$ cat src/rtl/core/mm3_pkg.sv
`timescale 1ns / 1ps
// shared widths and mixing constants for the 32-bit murmur3 hash core
// no dependencies

package mm3_pkg;

  localparam int unsigned DataW  = 32;
  localparam int unsigned CountW = 3;

  localparam logic [DataW-1:0]  MixC1    = 32'hcc9e2d51;
  localparam logic [DataW-1:0]  MixC2    = 32'h1b873593;
  localparam logic [DataW-1:0]  MixN     = 32'he6546b64;
  localparam logic [DataW-1:0]  MixTimes = 32'd5;
  localparam logic [DataW-1:0]  FinF1    = 32'h85ebca6b;
  localparam logic [DataW-1:0]  FinF2    = 32'hc2b2ae35;
  localparam logic [CountW-1:0] FullCnt  = 3'd4;

  function automatic logic [DataW-1:0] rotl15(input logic [DataW-1:0] v);
    rotl15 = {v[DataW-16:0], v[DataW-1:DataW-15]};
  endfunction

  function automatic logic [DataW-1:0] rotl13(input logic [DataW-1:0] v);
    rotl13 = {v[DataW-14:0], v[DataW-1:DataW-13]};
  endfunction

endpackage

$ cat src/rtl/core/mm3_ifs.sv
`timescale 1ns / 1ps
// valid/ready channel interfaces for key words in and hash words out
// depends on mm3_pkg for field widths

interface mm3_key_if;
  logic                       valid;
  logic                       ready;
  logic [mm3_pkg::DataW-1:0]  data_word;
  logic [mm3_pkg::CountW-1:0] byte_count;
  logic                       last;

  modport source (output valid, output data_word, output byte_count, output last,
                  input ready);
  modport sink   (input valid, input data_word, input byte_count, input last,
                  output ready);
endinterface

interface mm3_hash_if;
  logic                      valid;
  logic                      ready;
  logic [mm3_pkg::DataW-1:0] hash_value;

  modport source (output valid, output hash_value, input ready);
  modport sink   (input valid, input hash_value, output ready);
endinterface

$ cat src/rtl/core/murmur3_32_hash_core.sv
`timescale 1ns / 1ps
// murmur3 x86 32-bit hash over a stream of little-endian key words
// depends on mm3_pkg and the channel interfaces in mm3_ifs
//
// One key word is taken at a time. A full word that does not end the key takes
// the accept step and three passes through the single shared 32x32 multiplier
// (times c1, times c2, accumulator times 5). A full or short word that ends the
// key adds two passes for the finaliser multiplies; a zero-byte end word makes
// only the two finaliser passes. The hash sits in an output register, so the
// next key may start while it waits to be taken; a finished hash only holds the
// finaliser when the previous hash has still not been taken. The seed is sampled
// at the first word of each key.

module murmur3_32_hash_core (
  input  logic                      clk_i,
  input  logic                      rst_ni,
  input  logic                      cfg_we_i,
  input  logic [mm3_pkg::DataW-1:0] cfg_wdata_i,
  mm3_key_if.sink                   key_i,
  mm3_hash_if.source                hash_o
);

  localparam logic [2:0] StIdle = 3'd0;
  localparam logic [2:0] StMul1 = 3'd1;
  localparam logic [2:0] StMul2 = 3'd2;
  localparam logic [2:0] StMul3 = 3'd3;
  localparam logic [2:0] StFin1 = 3'd4;
  localparam logic [2:0] StFin2 = 3'd5;

  logic [2:0]                 state_q, state_d;
  logic                       in_key_q, in_key_d;
  logic                       last_q, last_d;
  logic                       full_q, full_d;
  logic                       out_valid_q, out_valid_d;
  logic [mm3_pkg::DataW-1:0]  seed_q;
  logic [mm3_pkg::DataW-1:0]  acc_q, acc_d;
  logic [mm3_pkg::DataW-1:0]  len_q, len_d;
  logic [mm3_pkg::DataW-1:0]  k_q, k_d;
  logic [mm3_pkg::DataW-1:0]  word_q, word_d;
  logic [mm3_pkg::DataW-1:0]  hash_q, hash_d;

  logic                       key_acc;
  logic                       fin_done;
  logic [mm3_pkg::CountW-1:0] cnt;
  logic [mm3_pkg::DataW-1:0]  word_masked;
  logic [mm3_pkg::DataW-1:0]  mul_a, mul_b, mul_p;
  logic [mm3_pkg::DataW-1:0]  fin_x, fin_t, mix_x;

  assign key_i.ready       = (state_q == StIdle);
  assign key_acc           = key_i.valid && key_i.ready;
  assign hash_o.valid      = out_valid_q;
  assign hash_o.hash_value = hash_q;
  assign fin_done          = (state_q == StFin2) && (!out_valid_q || hash_o.ready);

  // byte count above four counts as four
  assign cnt = (key_i.byte_count > mm3_pkg::FullCnt) ? mm3_pkg::FullCnt : key_i.byte_count;

  always_comb begin
    case (cnt)
      3'd1:    word_masked = {24'd0, key_i.data_word[7:0]};
      3'd2:    word_masked = {16'd0, key_i.data_word[15:0]};
      3'd3:    word_masked = {8'd0, key_i.data_word[23:0]};
      default: word_masked = key_i.data_word;
    endcase
  end

  assign fin_x = (acc_q ^ len_q) ^ ((acc_q ^ len_q) >> 16);
  assign fin_t = k_q ^ (k_q >> 13);
  assign mix_x = mm3_pkg::rotl13(acc_q ^ k_q);

  // shared multiplier, low word of the product
  always_comb begin
    unique case (state_q)
      StMul1: begin
        mul_a = word_q;
        mul_b = mm3_pkg::MixC1;
      end
      StMul2: begin
        mul_a = mm3_pkg::rotl15(k_q);
        mul_b = mm3_pkg::MixC2;
      end
      StMul3: begin
        mul_a = mix_x;
        mul_b = mm3_pkg::MixTimes;
      end
      StFin1: begin
        mul_a = fin_x;
        mul_b = mm3_pkg::FinF1;
      end
      StFin2: begin
        mul_a = fin_t;
        mul_b = mm3_pkg::FinF2;
      end
      default: begin
        mul_a = '0;
        mul_b = '0;
      end
    endcase
  end

  assign mul_p = mul_a * mul_b;

  always_comb begin
    state_d     = state_q;
    in_key_d    = in_key_q;
    last_d      = last_q;
    full_d      = full_q;
    out_valid_d = out_valid_q;
    acc_d       = acc_q;
    len_d       = len_q;
    k_d         = k_q;
    word_d      = word_q;
    hash_d      = hash_q;

    if (out_valid_q && hash_o.ready) begin
      out_valid_d = 1'b0;
    end

    unique case (state_q)
      StIdle: begin
        if (key_acc) begin
          in_key_d = 1'b1;
          acc_d    = in_key_q ? acc_q : seed_q;
          len_d    = (in_key_q ? len_q : '0) + {{(mm3_pkg::DataW-mm3_pkg::CountW){1'b0}}, cnt};
          word_d   = word_masked;
          full_d   = (cnt == mm3_pkg::FullCnt);
          last_d   = key_i.last || (cnt != mm3_pkg::FullCnt);
          state_d  = (cnt == '0) ? StFin1 : StMul1;
        end
      end
      StMul1: begin
        k_d     = mul_p;
        state_d = StMul2;
      end
      StMul2: begin
        k_d     = mul_p;
        state_d = StMul3;
      end
      StMul3: begin
        // short tail skips the accumulator rotate and update
        acc_d   = full_q ? (mul_p + mm3_pkg::MixN) : (acc_q ^ k_q);
        state_d = last_q ? StFin1 : StIdle;
      end
      StFin1: begin
        k_d     = mul_p;
        state_d = StFin2;
      end
      StFin2: begin
        if (fin_done) begin
          hash_d      = mul_p ^ (mul_p >> 16);
          out_valid_d = 1'b1;
          in_key_d    = 1'b0;
          state_d     = StIdle;
        end
      end
      default: begin
        state_d = StIdle;
      end
    endcase
  end

  always_ff @(posedge clk_i or negedge rst_ni) begin
    if (!rst_ni) begin
      state_q     <= StIdle;
      in_key_q    <= 1'b0;
      last_q      <= 1'b0;
      full_q      <= 1'b0;
      out_valid_q <= 1'b0;
      seed_q      <= '0;
    end else begin
      state_q     <= state_d;
      in_key_q    <= in_key_d;
      last_q      <= last_d;
      full_q      <= full_d;
      out_valid_q <= out_valid_d;
      if (cfg_we_i) begin
        seed_q <= cfg_wdata_i;
      end
    end
  end

  always_ff @(posedge clk_i) begin
    acc_q  <= acc_d;
    len_q  <= len_d;
    k_q    <= k_d;
    word_q <= word_d;
    hash_q <= hash_d;
  end

  a_empty_word_to_fin: assert property (@(posedge clk_i) disable iff (!rst_ni)
    key_acc && (key_i.byte_count == '0) |=> state_q == StFin1)
    else $error("zero-byte word did not go straight to the finaliser");

  a_full_word_seq: assert property (@(posedge clk_i) disable iff (!rst_ni)
    key_acc && (cnt == mm3_pkg::FullCnt) && !key_i.last
      |=> state_q == StMul1 ##1 state_q == StMul2 ##1 state_q == StMul3 ##1 state_q == StIdle)
    else $error("full word did not take three multiplier passes");

  a_hash_from_fin: assert property (@(posedge clk_i) disable iff (!rst_ni)
    $rose(out_valid_q) |-> $past(state_q) == StFin2)
    else $error("hash word raised outside the finaliser");

  a_key_closed: assert property (@(posedge clk_i) disable iff (!rst_ni)
    fin_done |=> !in_key_q && state_q == StIdle && out_valid_q)
    else $error("key not closed after hash word");

endmodule
$ cat src/flat_wrapper.sv
// flat-port wrapper written by rule: the top's interface ports become plain ports
module murmur3_32_hash_core_flat 
  (clk_i, rst_ni, cfg_we_i, cfg_wdata_i, key_i_valid, key_i_data_word, key_i_byte_count, key_i_last, key_i_ready, hash_o_valid, hash_o_hash_value, hash_o_ready);
  mm3_key_if key_i_i ();
  mm3_hash_if hash_o_i ();
  input  logic clk_i;
  input  logic rst_ni;
  input  logic cfg_we_i;
  input  logic [mm3_pkg::DataW-1:0] cfg_wdata_i;
  input wire logic [$bits(key_i_i.valid)-1:0] key_i_valid;
  input wire logic [$bits(key_i_i.data_word)-1:0] key_i_data_word;
  input wire logic [$bits(key_i_i.byte_count)-1:0] key_i_byte_count;
  input wire logic [$bits(key_i_i.last)-1:0] key_i_last;
  output wire logic [$bits(key_i_i.ready)-1:0] key_i_ready;
  output wire logic [$bits(hash_o_i.valid)-1:0] hash_o_valid;
  output wire logic [$bits(hash_o_i.hash_value)-1:0] hash_o_hash_value;
  input wire logic [$bits(hash_o_i.ready)-1:0] hash_o_ready;
  assign key_i_i.valid = key_i_valid;
  assign key_i_i.data_word = key_i_data_word;
  assign key_i_i.byte_count = key_i_byte_count;
  assign key_i_i.last = key_i_last;
  assign key_i_ready = key_i_i.ready;
  assign hash_o_valid = hash_o_i.valid;
  assign hash_o_hash_value = hash_o_i.hash_value;
  assign hash_o_i.ready = hash_o_ready;
  murmur3_32_hash_core u_core (.clk_i(clk_i), .rst_ni(rst_ni), .cfg_we_i(cfg_we_i), .cfg_wdata_i(cfg_wdata_i), .key_i(key_i_i), .hash_o(hash_o_i));
endmodule
$ cat config.mk
export PLATFORM = sky130hd
export DESIGN_NAME = murmur3_32_hash_core_flat
export DESIGN_NICKNAME = d
export VERILOG_FILES = /design/src/rtl/core/mm3_pkg.sv /design/src/rtl/core/mm3_ifs.sv /design/src/rtl/core/murmur3_32_hash_core.sv /design/src/flat_wrapper.sv
export SDC_FILE = /design/constraint.sdc
export NUM_CORES = 1
export LEC_CHECK = 0
export BUFFER_PORTS_ARGS = -buffer_cell sky130_fd_sc_hd__buf_2
export CAP_MARGIN = 40
export CORE_ASPECT_RATIO = 1.2
export CORE_MARGIN = 2
export CORE_UTILIZATION = 55
export CTS_CLUSTER_DIAMETER = 40
export DETAILED_ROUTE_END_ITERATION = 7
export GPL_TIMING_DRIVEN = 0
export PLACE_DENSITY = 0.81
export SLEW_MARGIN = 20
export SYNTH_ARGS = -nofsm -noshare
export SYNTH_HDL_FRONTEND = slang
export SYNTH_SLANG_ARGS = --single-unit
$ cat constraint.sdc
create_clock -name clk_i -period 12.5 [get_ports clk_i]
set_input_delay 1.875 -clock clk_i [delete_from_list [all_inputs] [get_ports clk_i]]
set_output_delay 1.875 -clock clk_i [all_outputs]
set_load 0.005 [all_outputs]
==> reports/metrics.csv <==
metric,value,unit
WP buf/inv,13,
"CP delay by family, top",adder cells,
# H-tree levels,4,
final instance area,27400,µm²
Post-Place Cells,3231,
clock buffer count from CTS,17,
Die Span X,199,µm
mapped cell area,25000,µm²
DR iter-0 viols,2516,
CTS Sinks,199,
ys async rst share,19.6,%
final period utilization,94.7,%
HPWL after DPL,88400,µm
via count,19900,
first-pass GRT wire length,146000,µm
IO buf count,105,
vias in the first global route,20600,
Fmax,84.4,MHz
DRC errors left,0,
Ys Warns,0,
register area share after synthesis,23.1,%
Hold WC Path Type,flip-flop to flip-flop,
DIE AREA,47300,µm²
layout cell share with drive strength beyond 1,9.39,%
"Slew Viols, Final",0,
Setup-failing EPs final,0,
crit path max fanout,10,
Post-synth EDFFs,160,
Area contributors post-synth,"fa_1 (32%), edfxtp_1 (19%), inv_1 (8.2%)",
syn_area_per_cell,10.0,µm²
vias per inst,6.09,
Setup Skew,23.4,ps
CP peak stage delay,720,ps
"Hold Violations, Final",0,
gr ovfl total,0,
final WL,104000,µm
initial antenna violation count,1,
critical path type,flip-flop to flip-flop,
CTS Hold Bufs,0,
GRT Util Overall,45.4,%
critical path startpoint category,flip-flop,
GP Congestion,1.05,
status,finished clean,
std cell rows,85,
core area,44900,µm²
CP Capture Type,flip-flop,
CTS tree,built,
Worst Tran Pin Value,1060,ps
Area Overhead vs Synth,9.22,%
starting density of the core,55.8,%
Die Span Y,238,µm
Main synth FF type,edfxtp_1,
Nets,3255,
Rel. slew slack,29.1,%
TritonRoute pass-1 iters,6,
Post-DP Area,26600,µm²
synthesized flop and latch total,199,
"area leader, netlist",fa_1,
crit path time final,11840,ps
I/O pin count,107,
# Post-CTS Setup Buffers,0,
DR WL/cell,31.7,µm
clk buf depth,2,
Resize count post-CTS,0,
post-synth top area share,32.5,%
maxcap violations,0,
"Top cell by count, worst path",inv_1,
Final ANT Viol Nets,0,
Critical Path AT,12050,ps
Worst-path clk slew,90,ps
worst endpoint required time,12710,ps
Clock Latency Late Sink,480,ps
CP max-delay cell,xnor2_1,
synth unique cells,78,
Root Driver,clkbuf_16,
RSZ-0062 raised after global routing,false,
post-route insts no fill,3271,
largest net degree at the start of global routing,42,
post-synth net total,3099,
Syn Inst Count,2492,
[synth_stat cells (19+ instances only)]
master    count
a21oi_1      79
dfrtp_1      39
and2_1       50
a22oi_1      19
inv_1       549
clkbuf_1     42
a21o_1       33
xor2_1       90
o21ai_0      69
fa_1        406
edfxtp_1    160
nor2_1      135
ha_1        128
nand2_1     217
nor2b_1      24
xnor2_1     150
a31oi_1      21
mux2_2       32
[cell type report]
type | count | area [µm²]
timing repair buffer | 137 | 866
inverter | 552 | 2080
multi-input combinational | 1673 | 16900
antenna | 1 | 2.50
fill | 3836 | 17500
clock buffer | 17 | 425
clock inverter | 15 | 219
buffer | 68 | 294
tap | 609 | 762
sequential | 199 | 5780
[sequential cells by signal, summed over array words and instances, names as in the netlist]
signal / count
u_core.len_q: 32
u_core.acc_q: 32
u_core.in_key_q: 1
u_core.word_q: 32
u_core.hash_o.hash_value: 32
u_core.seed_q: 32
u_core.full_q: 1
u_core.hash_o.valid: 1
u_core.last_q: 1
u_core.state_q: 3
u_core.k_q: 32
[worst register-to-register path: cells and delay by family (launching register included)]
kind                       cells  cell delay [ps]
AOI/OAI and AO/OA              8             2850
xor gates and xnor gates       2              920
adders and majority gates      9             4530
buffers and inverters         13             1700
DFF                            1              380
and+or+nand+nor                5             1200
[stage by stage]
| step | worst slack [ps] | hold WS, ps | utilization, % | setup TNS [ps] |
|---|---|---|---|---|
| 2_1_floorplan | 3330 | 451 | - | 0 |
| 3_3_place_gp | -343 | 494 | 58.7 | -1210 |
| 3_5_place_dp | 1040 | 500 | 59.4 | 0 |
| 4_1_cts | 964 | 519 | 60.8 | 0 |
| 5_1_grt | 449 | 528 | 60.9 | 0 |
| 6_report | 658 | 521 | 60.9 | 0 |
[logic make-up after synthesis]
kind of cell	after synthesis	synth area share, %
mux	35	1.56
simple gates	547	10.4
compound gates	314	8.06
buf+inv	620	9.45
fa+ha+maj	534	38.9
flops	199	23.1
xor+xnor	243	8.64
[placed cells by master, fill, tap and decap left out, types with 19 or more instances in the layout]
cell      instances
inv_1           548
fa_1            406
nand2_1         216
edfxtp_1        160
xnor2_1         150
nor2_1          133
ha_1            128
buf_2           117
xor2_1           90
a21oi_1          78
o21ai_0          68
and2_1           49
clkbuf_1         41
dfrtp_1          39
a21o_1           33
mux2_2           32
nor2b_1          24
a31oi_1          21
a22oi_1          19
[layer usage]
layer	routed length [µm]	part of all wire, %	vias up	track usage [%]
met5	0	0	-	0
met4	11300	11	0	38.4
met3	11100	11	460	11.4
met2	45300	44	1456	67.6
met1	35900	35	9879	55.4
li1	-	-	8135	-
[worst paths after layout]
| path | depth (start not counted) | end | slack [ps] | start |
|---|---|---|---|---|
| worst max-delay path | 37 | u_core.acc_q[31] | 660 | u_core.state_q[1] |
| worst min register to register | 1 | u_core.seed_q[2] | 520 | u_core.seed_q[2] |
| worst min-delay path | 1 | u_core.seed_q[2] | 520 | u_core.seed_q[2] |
| min in group asynchronous | 1 | u_core.in_key_q | 1240 | rst_ni |
| max in group asynchronous | 2 | u_core.seed_q[26] | 10820 | rst_ni |
| worst max register to register | 37 | u_core.acc_q[31] | 660 | u_core.state_q[1] |
Power is not shown: default switching activity piles up to over one toggle a cycle in this logic, so the estimate is an artifact.
